### src/rtl/mlpq_pkg.sv
// ----------------------------------------------------------------------------
// mlpq_pkg
// Shared types and codes for the multilevel priority queue.
// ----------------------------------------------------------------------------
`default_nettype none
package mlpq_pkg;

  localparam logic REQ_INSERT = 1'b0;
  localparam logic REQ_POP    = 1'b1;

  localparam logic [1:0] ST_OK    = 2'd0;
  localparam logic [1:0] ST_FULL  = 2'd1;
  localparam logic [1:0] ST_EMPTY = 2'd2;

  localparam int CfgW = 11;

  typedef struct packed {
    logic               req_type;
    logic [31:0]        payload;
    logic signed [15:0] priority_req;
  } in_item_t;

  typedef struct packed {
    logic [1:0]  status;
    logic [31:0] popped_payload;
    logic [4:0]  level_used;
  } out_item_t;

  // controller -> datapath
  typedef struct packed {
    logic load;      // capture request, start level calc
    logic div_step;  // one restoring divide step
    logic clamp;     // clamp quotient into target level
    logic scan_load; // load scan index from candidate
    logic scan_dec;  // step scan index down
    logic rd_mem;    // issue memory read for pop
    logic commit;    // update state and present result
  } mlpq_cmd_t;

  // datapath -> controller
  typedef struct packed {
    logic is_pop;
    logic need_div;
    logic scan_hit;
    logic scan_zero;
  } mlpq_sts_t;

endpackage
`default_nettype wire

### src/rtl/mlpq_ctrl.sv
// ----------------------------------------------------------------------------
// mlpq_ctrl
// Sequencer: level calculation, pop scan, memory read and commit.
// ----------------------------------------------------------------------------
`default_nettype none
module mlpq_ctrl #(
  parameter int DivSteps = 16
) (
  input  wire                       clk,
  input  wire                       rst_n,
  input  wire                       start,
  output logic                      busy,
  output mlpq_pkg::mlpq_cmd_t       cmd,
  input  wire mlpq_pkg::mlpq_sts_t  sts
);
  localparam logic [2:0] S_IDLE = 3'd0;
  localparam logic [2:0] S_DEC  = 3'd1;
  localparam logic [2:0] S_DIV  = 3'd2;
  localparam logic [2:0] S_CLMP = 3'd3;
  localparam logic [2:0] S_SCAN = 3'd4;
  localparam logic [2:0] S_RD   = 3'd5;
  localparam logic [2:0] S_COMM = 3'd6;
  localparam int CntW = $clog2(DivSteps + 1);

  logic [2:0]      state_r, state_nxt;
  logic [CntW-1:0] cnt_r, cnt_nxt;

  always_ff @(posedge clk) begin
    if (!rst_n) begin
      state_r <= S_IDLE;
      cnt_r   <= '0;
    end else begin
      state_r <= state_nxt;
      cnt_r   <= cnt_nxt;
    end
  end

  always_comb begin
    state_nxt = state_r;
    cnt_nxt   = cnt_r;
    cmd       = '0;
    busy      = (state_r != S_IDLE);
    case (state_r)
      S_IDLE: begin
        if (start) begin
          cmd.load  = 1'b1;
          state_nxt = S_DEC;
        end
      end
      S_DEC: begin
        if (sts.is_pop) begin
          cmd.scan_load = 1'b1;
          state_nxt     = S_SCAN;
        end else if (sts.need_div) begin
          cnt_nxt   = CntW'(DivSteps);
          state_nxt = S_DIV;
        end else begin
          state_nxt = S_CLMP;
        end
      end
      S_DIV: begin
        cmd.div_step = 1'b1;
        cnt_nxt      = cnt_r - 1'b1;
        if (cnt_r == CntW'(1)) state_nxt = S_CLMP;
      end
      S_CLMP: begin
        cmd.clamp = 1'b1;
        state_nxt = S_RD;
      end
      S_SCAN: begin
        if (sts.scan_hit || sts.scan_zero) begin
          state_nxt = S_RD;
        end else begin
          cmd.scan_dec = 1'b1;
        end
      end
      S_RD: begin
        cmd.rd_mem = 1'b1;
        state_nxt  = S_COMM;
      end
      S_COMM: begin
        cmd.commit = 1'b1;
        state_nxt  = S_IDLE;
      end
      default: state_nxt = S_IDLE;
    endcase
  end

  a_cnt_div: assert property (@(posedge clk) disable iff (!rst_n)
    (state_r == S_DIV) |-> (cnt_r != '0))
    else $error("divide counter ran out in divide state");
  a_start_leaves_idle: assert property (@(posedge clk) disable iff (!rst_n)
    (state_r == S_IDLE && start) |=> (state_r == S_DEC))
    else $error("accepted transaction did not start");
  a_commit_once: assert property (@(posedge clk) disable iff (!rst_n)
    cmd.commit |=> !cmd.commit)
    else $error("commit repeated");
endmodule
`default_nettype wire

### config.mk
export PLATFORM = sky130hd
export DESIGN_NAME = mlpq_ctrl
export DESIGN_NICKNAME = d
export VERILOG_FILES = /design/src/rtl/mlpq_pkg.sv /design/src/rtl/mlpq_ctrl.sv
export SDC_FILE = /design/constraint.sdc
export NUM_CORES = 1
export LEC_CHECK = 0
export ABC_AREA = 1
export BUFFER_PORTS_ARGS = -buffer_cell sky130_fd_sc_hd__buf_2
export CELL_PAD_IN_SITES_DETAIL_PLACEMENT = 2
export CELL_PAD_IN_SITES_GLOBAL_PLACEMENT = 2
export CORE_UTILIZATION = 26
export CTS_CLUSTER_DIAMETER = 50
export DETAILED_ROUTE_END_ITERATION = 16
export PLACE_DENSITY_LB_ADDON = 0.3
export SLEW_MARGIN = 20
export SYNTH_ARGS = -nofsm -noshare
export SYNTH_HDL_FRONTEND = slang
export SYNTH_SLANG_ARGS = --single-unit
### constraint.sdc
create_clock -name clk -period 1.7 [get_ports clk]
set_input_delay 0.255 -clock clk [delete_from_list [all_inputs] [get_ports clk]]
set_output_delay 0.255 -clock clk [all_outputs]
set_load 0.02 [all_outputs]
After elaboration in Yosys (flattened, before gate mapping) --
Index checks and enable logic that the tools add are counted.
Operators by class: add/subtract/negate cells 1, eq/ne operators 12, multiplexer cells 19, reduce and logical (&&, ||, !) cells 6
Operator list (count):
- $pmux W3 S6 | 1
- $mux W3 | 4
- $mux W1 | 11
- $mux W5 | 2
- $ne A2 B2 Y1 const B | 5
- $pmux W5 S2 | 1
- $eq A3 B3 Y1 const B | 3
- $eq A3 B2 Y1 const B | 2
- $reduce_and A3 Y1 | 2
- $eq A5 B1 Y1 const B | 1
- $sub A5 B1 Y5 const B | 1
- $eq A3 B1 Y1 const B | 1
- $logic_not A3 Y1 | 1
- $reduce_bool A3 Y1 | 1
- $reduce_bool A2 Y1 | 1
- $logic_or A1 B1 Y1 | 1
Word-level totals: bits in registers 8, bits of input ports 7, output and inout port bits 8, word-level logic and storage cells 40

Depth between registers and ports, before layout --
Gate-level depths: netlist (run 1).
depth in word-level cells 3, gate-level depth with buffers 7, gate-level depth less buffers 7

Worst setup path after synthesis (run 1) --
Ideal clock, no wire load.
path type register to output, from register state_r[1], to output cmd[6] (netlist bit), data arrival time 1069 ps, required time 1445 ps, slack 376 ps, cell stages (with the launch flop) 4, path buffers 0, cells stage by stage dfxtp_1 -> nor2_1 -> nand2_1 -> nor2_1
RTL lines:
- from (decl) | RTL line mlpq_ctrl.sv:25 | logic [2:0] state_r, state_nxt;
- from (signal assigned) | RTL line mlpq_ctrl.sv:33 | state_r <= state_nxt;
- to (decl) | RTL line mlpq_ctrl.sv:13 | output mlpq_pkg::mlpq_cmd_t cmd,

==> flow_metrics.tcl, run 1 <==
set metrics [dict create \
    yosysTopAreaCellShare_pct 31.68 \
    final_area_um2 631.9 \
    syn_to_final_growth_pct 25.00 \
    wl_per_cell_um 12.57 \
    grt_start_max_net_pins 8 \
    crit_required_ns 1.44 \
    yosysSeqAreaShare_pct 31.68 \
    die_w_um 46.09 \
    finalSetupViolations 0 \
    start_util_pct 28.35 \
    cp_max_fo 4 \
    slew_viol_final 0 \
    wl_um 1496 \
    finalNetCount 105 \
    overflow 0 \
    drive_gt1_share_pct 27.66 \
    grt_pass1_wl_um 2401 \
    antenna_found_initial 0 \
    hold_class "input pin to flop" \
    cp-startpoint "state_r[0]" \
    timing.rr.end "cnt_r[0]" \
    status "completed" \
    critPathCapture "cmd[3]" \
    reg2reg_from "state_r[0]" \
    antenna_left 0 \
    first_global_vias 521 \
    ys_warn_count 0 \
    place_congestion 0.7750 \
    relSlewSlack_pct 81.26 \
    rows 15 \
    hold_violations 0 \
    cts_sinks 8 \
    grt_usage_pct 17.02 \
    syn_area_um2 505.5 \
    ff2ff_path_depth 7 \
    finalCritPeriodShare_pct 90.15 \
    clkLatencyLatePin_ns 0.26 \
    final.min_clock_period_ns 1.532 \
    die_h_um 46.09 \
    drc 0 \
    p_leak_nw 0.3525 \
    synth_largest_area_cell "dfxtp_1" \
    cts_buffer_depth 2 \
    via_per_inst 4.655 \
    vias 554 \
    first_pass_iters 4 \
    portBuffers 14 \
    netlist_instances 77 \
    final_util_pct 35.44 \
    synth-seq-cells 8 \
    dpl.hpwl_um 1173 \
    drtIter0Drc 4 \
    yosysUniqueCellTypes 19 \
    die_area_um2 2124 \
    drv_cap 0 \
    cts_buffers 3 \
    vdd_drop_max_uv 479.0 \
    crit_type "flop to primary output" \
    placed_cell_area_um2 606.8 \
    min-delay-start "rst_n" \
    syn_area_per_cell_um2 6.565 \
    postCtsHoldBufs 0 \
    synthTopCellsByArea "dfxtp_1 32%, nand3_1 12%, inv_1 10%" \
    worst_pin_slew_ns 0.2807 \
    cts_resized 0 \
    worstPathArrival_ns 1.28 \
    worstSetupStartpointType "flop" \
    htree_levels 1 \
    rsz0062_at_grt "no" \
    io_pins 15 \
    fmax_ghz 0.6525 \
    critPathCaptureType "primary output" \
    path_clk_slew_ns 0.06 \
    reg2reg_slack_ns 0.43 \
    placeableCoreArea_um2 1783 \
    cts_root_buffer "clkbuf_4" \
    fin_skew_ns 0.007476 \
    postCtsSetupBuffers 0 \
    n_antenna_cell 0 \
    timing.setup.tns_ns 0 \
    p_per_area_nw_per_um2 1388 \
    final_cell_mix "14 x inv_1, 14 x buf_2, 12 x nand2_1, 12 x nand3_1, 8 x dfxtp_1" \
    synthesis.nets 86 \
    cts_tree "yes" \
]
routing by layer:
layer | share of wire [%] | GRT usage [%]
met5 | 0 | 0
met1 | 47 | 23.39
met3 | 2.9 | 4.706
met4 | 2.5 | 10.59
met2 | 47 | 23.10
cells in the mapped netlist (all sizes together):
| cell | number |
|---|---|
| dfxtp | 8 |
| o21bai | 1 |
| nor3 | 2 |
| or2 | 1 |
| nand2 | 16 |
| nand3 | 13 |
| nor2 | 8 |
| xor2 | 1 |
| a21o | 1 |
| a21oi | 6 |
| o21ai | 2 |
| ha | 2 |
| inv | 16 |
critical path, cell delays in order (launching register included):
cell and delay (ns):
dfxtp_1 0.38, inv_1 0.11, nor3_2 0.19, nand2_1 0.13
inv_1 0.06, buf_2 0.15
power by group:
group | leakage [nW] | switching [mW] | internal [mW]
clock network | 0.0138 | 0.0740 | 0.0814
logic | 0.273 | 0.278 | 0.151
registers | 0.0654 | 0.0589 | 0.234
flip-flops by register name, summed over array words and instances (netlist names):
name / flops
cnt_r: 5
state_r: 3
layout make-up:
| type | instances | area, um^2 |
|---|---|---|
| Sequential cell | 8 | 160.2 |
| Inverter | 16 | 60.06 |
| Fill cell | 231 | 1151 |
| Multi-Input combinational cell | 53 | 287.8 |
| Clock buffer | 3 | 22.52 |
| Tap cell | 25 | 31.28 |
| Timing Repair Buffer | 14 | 70.07 |
through the flow:
stage / power (mW) / hold slack (ns) / cells / setup slack [ns]
floorplan: 0.5952 / 0.3806 / 77 / 0.3757
CTS: 0.8866 / 0.2381 / 119 / 0.1630
global placement: 0.7031 / 0.4737 / 116 / 0.4383
detailed placement: 0.7221 / 0.4809 / 116 / 0.4427
global route: 0.9499 / 0.2417 / 119 / 0.06430
finish: 0.8772 / 0.2313 / 119 / 0.1675
cells by family (layout without fill, tap and decap cells):
| group | count (synthesis) | count (layout) | share of synthesized area (%) |
|---|---|---|---|
| AOI/OAI and AO/OA | 10 | 10 | 10.89 |
| buffers and inverters | 16 | 33 | 11.88 |
| adders and majority gates | 2 | 2 | 4.950 |
| and+or+nand+nor | 40 | 40 | 38.86 |
| DFF | 8 | 8 | 31.68 |
| xor gates and xnor gates | 1 | 1 | 1.733 |
how the worst min path moves through the flow:
stage                 endpoint  slack [ns]  depth (start not counted)
floorplan           state_r[1]        0.38                          2
global placement      cnt_r[1]        0.47                          2
detailed placement    cnt_r[1]        0.48                          2
CTS                 state_r[2]        0.24                          3
global route        state_r[2]        0.24                          3
finish              state_r[2]        0.23                          3
Note: power is estimated with default switching activity, not from simulation.
==> run 2, diff against run 1 <==
--- a/config.mk
+++ b/config.mk
@@ -7,9 +7,7 @@
 export LEC_CHECK = 0
 export ABC_AREA = 1
 export BUFFER_PORTS_ARGS = -buffer_cell sky130_fd_sc_hd__buf_2
-export CELL_PAD_IN_SITES_DETAIL_PLACEMENT = 2
-export CELL_PAD_IN_SITES_GLOBAL_PLACEMENT = 2
-export CORE_UTILIZATION = 26
+export CORE_UTILIZATION = 35
 export CTS_CLUSTER_DIAMETER = 50
 export DETAILED_ROUTE_END_ITERATION = 16
 export PLACE_DENSITY_LB_ADDON = 0.3
==> flow_metrics.tcl, run 2 (synthesized netlist as in run 1, its figures left out) <==
set metrics [dict create \
    cts_root_buffer "clkbuf_4" \
    rsz0062_at_grt "no" \
    die_area_um2 1600 \
    hold_violations 0 \
    final_cell_mix "14 x inv_1, 14 x buf_2, 12 x nand2_1, 12 x nand3_1" \
    layout_top_registers "cnt_r: 5 flops, state_r: 3 flops" \
    antenna_found_initial 0 \
    vdd_drop_max_uv 576.8 \
    via_per_inst 4.716 \
    multi_input_area_um2 285.3 \
    grt_start_max_net_pins 8 \
    worst_pin_slew_ns 0.2494 \
    relSlewSlack_pct 83.35 \
    switching_share_pct 43.94 \
    worstPathArrival_ns 1.20 \
    top_register "cnt_r" \
    cpPeakStageDelay_ns 0.37 \
    cp_max_fo 7 \
    pre_cts_slack_ns 0.5024 \
    placed_cell_area_um2 594.3 \
    path_delay_family "flip-flops" \
    p_total_mw 0.8265 \
    p_leak_nw 0.3519 \
    wl_per_cell_um 9.028 \
    crit_required_ns 1.44 \
    regArea_um2 160.2 \
    status "completed" \
    cts_buffers 3 \
    p_int_mw 0.4634 \
    worstSetupStartpointType "flop" \
    slew_viol_final 0 \
    die_h_um 40.01 \
    cts_resized 0 \
    wl_um 984 \
    fin_skew_ns 0.005961 \
    cts_buffer_depth 2 \
    first_global_vias 405 \
    hold_class "input pin to flop" \
    drive_gt1_share_pct 26.60 \
    finalCritPeriodShare_pct 85.52 \
    cts_sinks 8 \
    start_util_pct 38.37 \
    syn_to_final_growth_pct 22.03 \
    grt_usage_pct 15.39 \
    io_pins 15 \
    fill_cells 135 \
    power_frac_seq_pct 34.7 \
    portBuffers 14 \
    final_area_um2 616.8 \
    combinationalPowerShare_pct 48.1 \
    crit_chain "nor2_1 -> nand3_1 -> inv_1 -> buf_2" \
    postCtsSetupBuffers 0 \
    path_clk_slew_ns 0.05 \
    p_clk_share_pct 17.2 \
    largest_reg_flops 5 \
    htree_levels 1 \
    p_per_area_nw_per_um2 1340 \
    finalSetupViolations 0 \
    worst_slack_ns 0.2462 \
    place_congestion 0.8189 \
    clkLatencyLatePin_ns 0.25 \
    die_w_um 40.01 \
    overflow 0 \
    vias 514 \
    cts_tree "yes" \
    drtIter0Drc 18 \
    critPathCaptureType "primary output" \
    final.min_clock_period_ns 1.454 \
    n_antenna_cell 0 \
    dpl.hpwl_um 785.2 \
    timing.setup.tns_ns 0 \
    first_pass_iters 4 \
    fmax_ghz 0.6879 \
    antenna_left 0 \
    drc 0 \
    critPathBufInv 2 \
    finalNetCount 105 \
    worst_path_max_delay_cell "dfxtp_1" \
    switching_power_mw 0.3632 \
    rows 13 \
    placeableCoreArea_um2 1318 \
    grt_pass1_wl_um 1593 \
    reg2reg_slack_ns 0.55 \
    drv_cap 0 \
    postCtsHoldBufs 0 \
    crit_type "flop to primary output" \
]
==> run 2: cell counts in the layout (fill, tap and decap cells not counted) <==
No cell type changed its count.
==> run 2: per-stage QoR <==
stage | util, % | std cells | hold slack [ns]
after floorplan | - | 77 | 0.3806
after global placement | 45.11 | 106 | 0.4741
after detailed placement | 45.11 | 106 | 0.4791
after CTS | 46.82 | 109 | 0.2466
after global routing | 46.82 | 109 | 0.2707
final | 46.82 | 109 | 0.2540
==> run 2: final timing paths <==
kind,start,end,cells past startpoint
setup reg to reg,state_r[0],cnt_r[0],7
hold / removal,rst_n,state_r[2],3
hold reg to reg,cnt_r[4],cnt_r[4],2
setup / recovery,state_r[1],cmd[2],4
==> run 2: routing by layer <==
metal | GRT usage (%) | wire length [um] | share of wire (%)
met1 | 20.61 | 473 | 48
met2 | 21.77 | 452 | 46
met3 | 6.667 | 51 | 5.2
met4 | 5.172 | 8 | 0.81
met5 | 0 | 0 | 0
==> run 2: power groups by stage <==
| stage | registers (mW) | clock network (mW) | logic [mW] |
|---|---|---|---|
| CTS | 0.286 | 0.150 | 0.400 |
| global route | 0.294 | 0.163 | 0.451 |
| detailed placement | 0.290 | 0 | 0.399 |
| finish | 0.287 | 0.142 | 0.398 |
| global placement | 0.288 | 0 | 0.400 |
| floorplan | 0.279 | 0 | 0.316 |
==> run 2: tightest hold or removal path, cell delays in order <==
cell and delay, ns:
buf_2 0.10, nand3_1 0.07, inv_1 0.05
==> run 2: final cells by class <==
type                       instances  area share [%]
clock buffer                       3           3.651
sequential                         8           25.96
timing repair buffer              14           11.36
inverter                          16           9.736
tap                               15           3.043
multi-input combinational         53           46.25
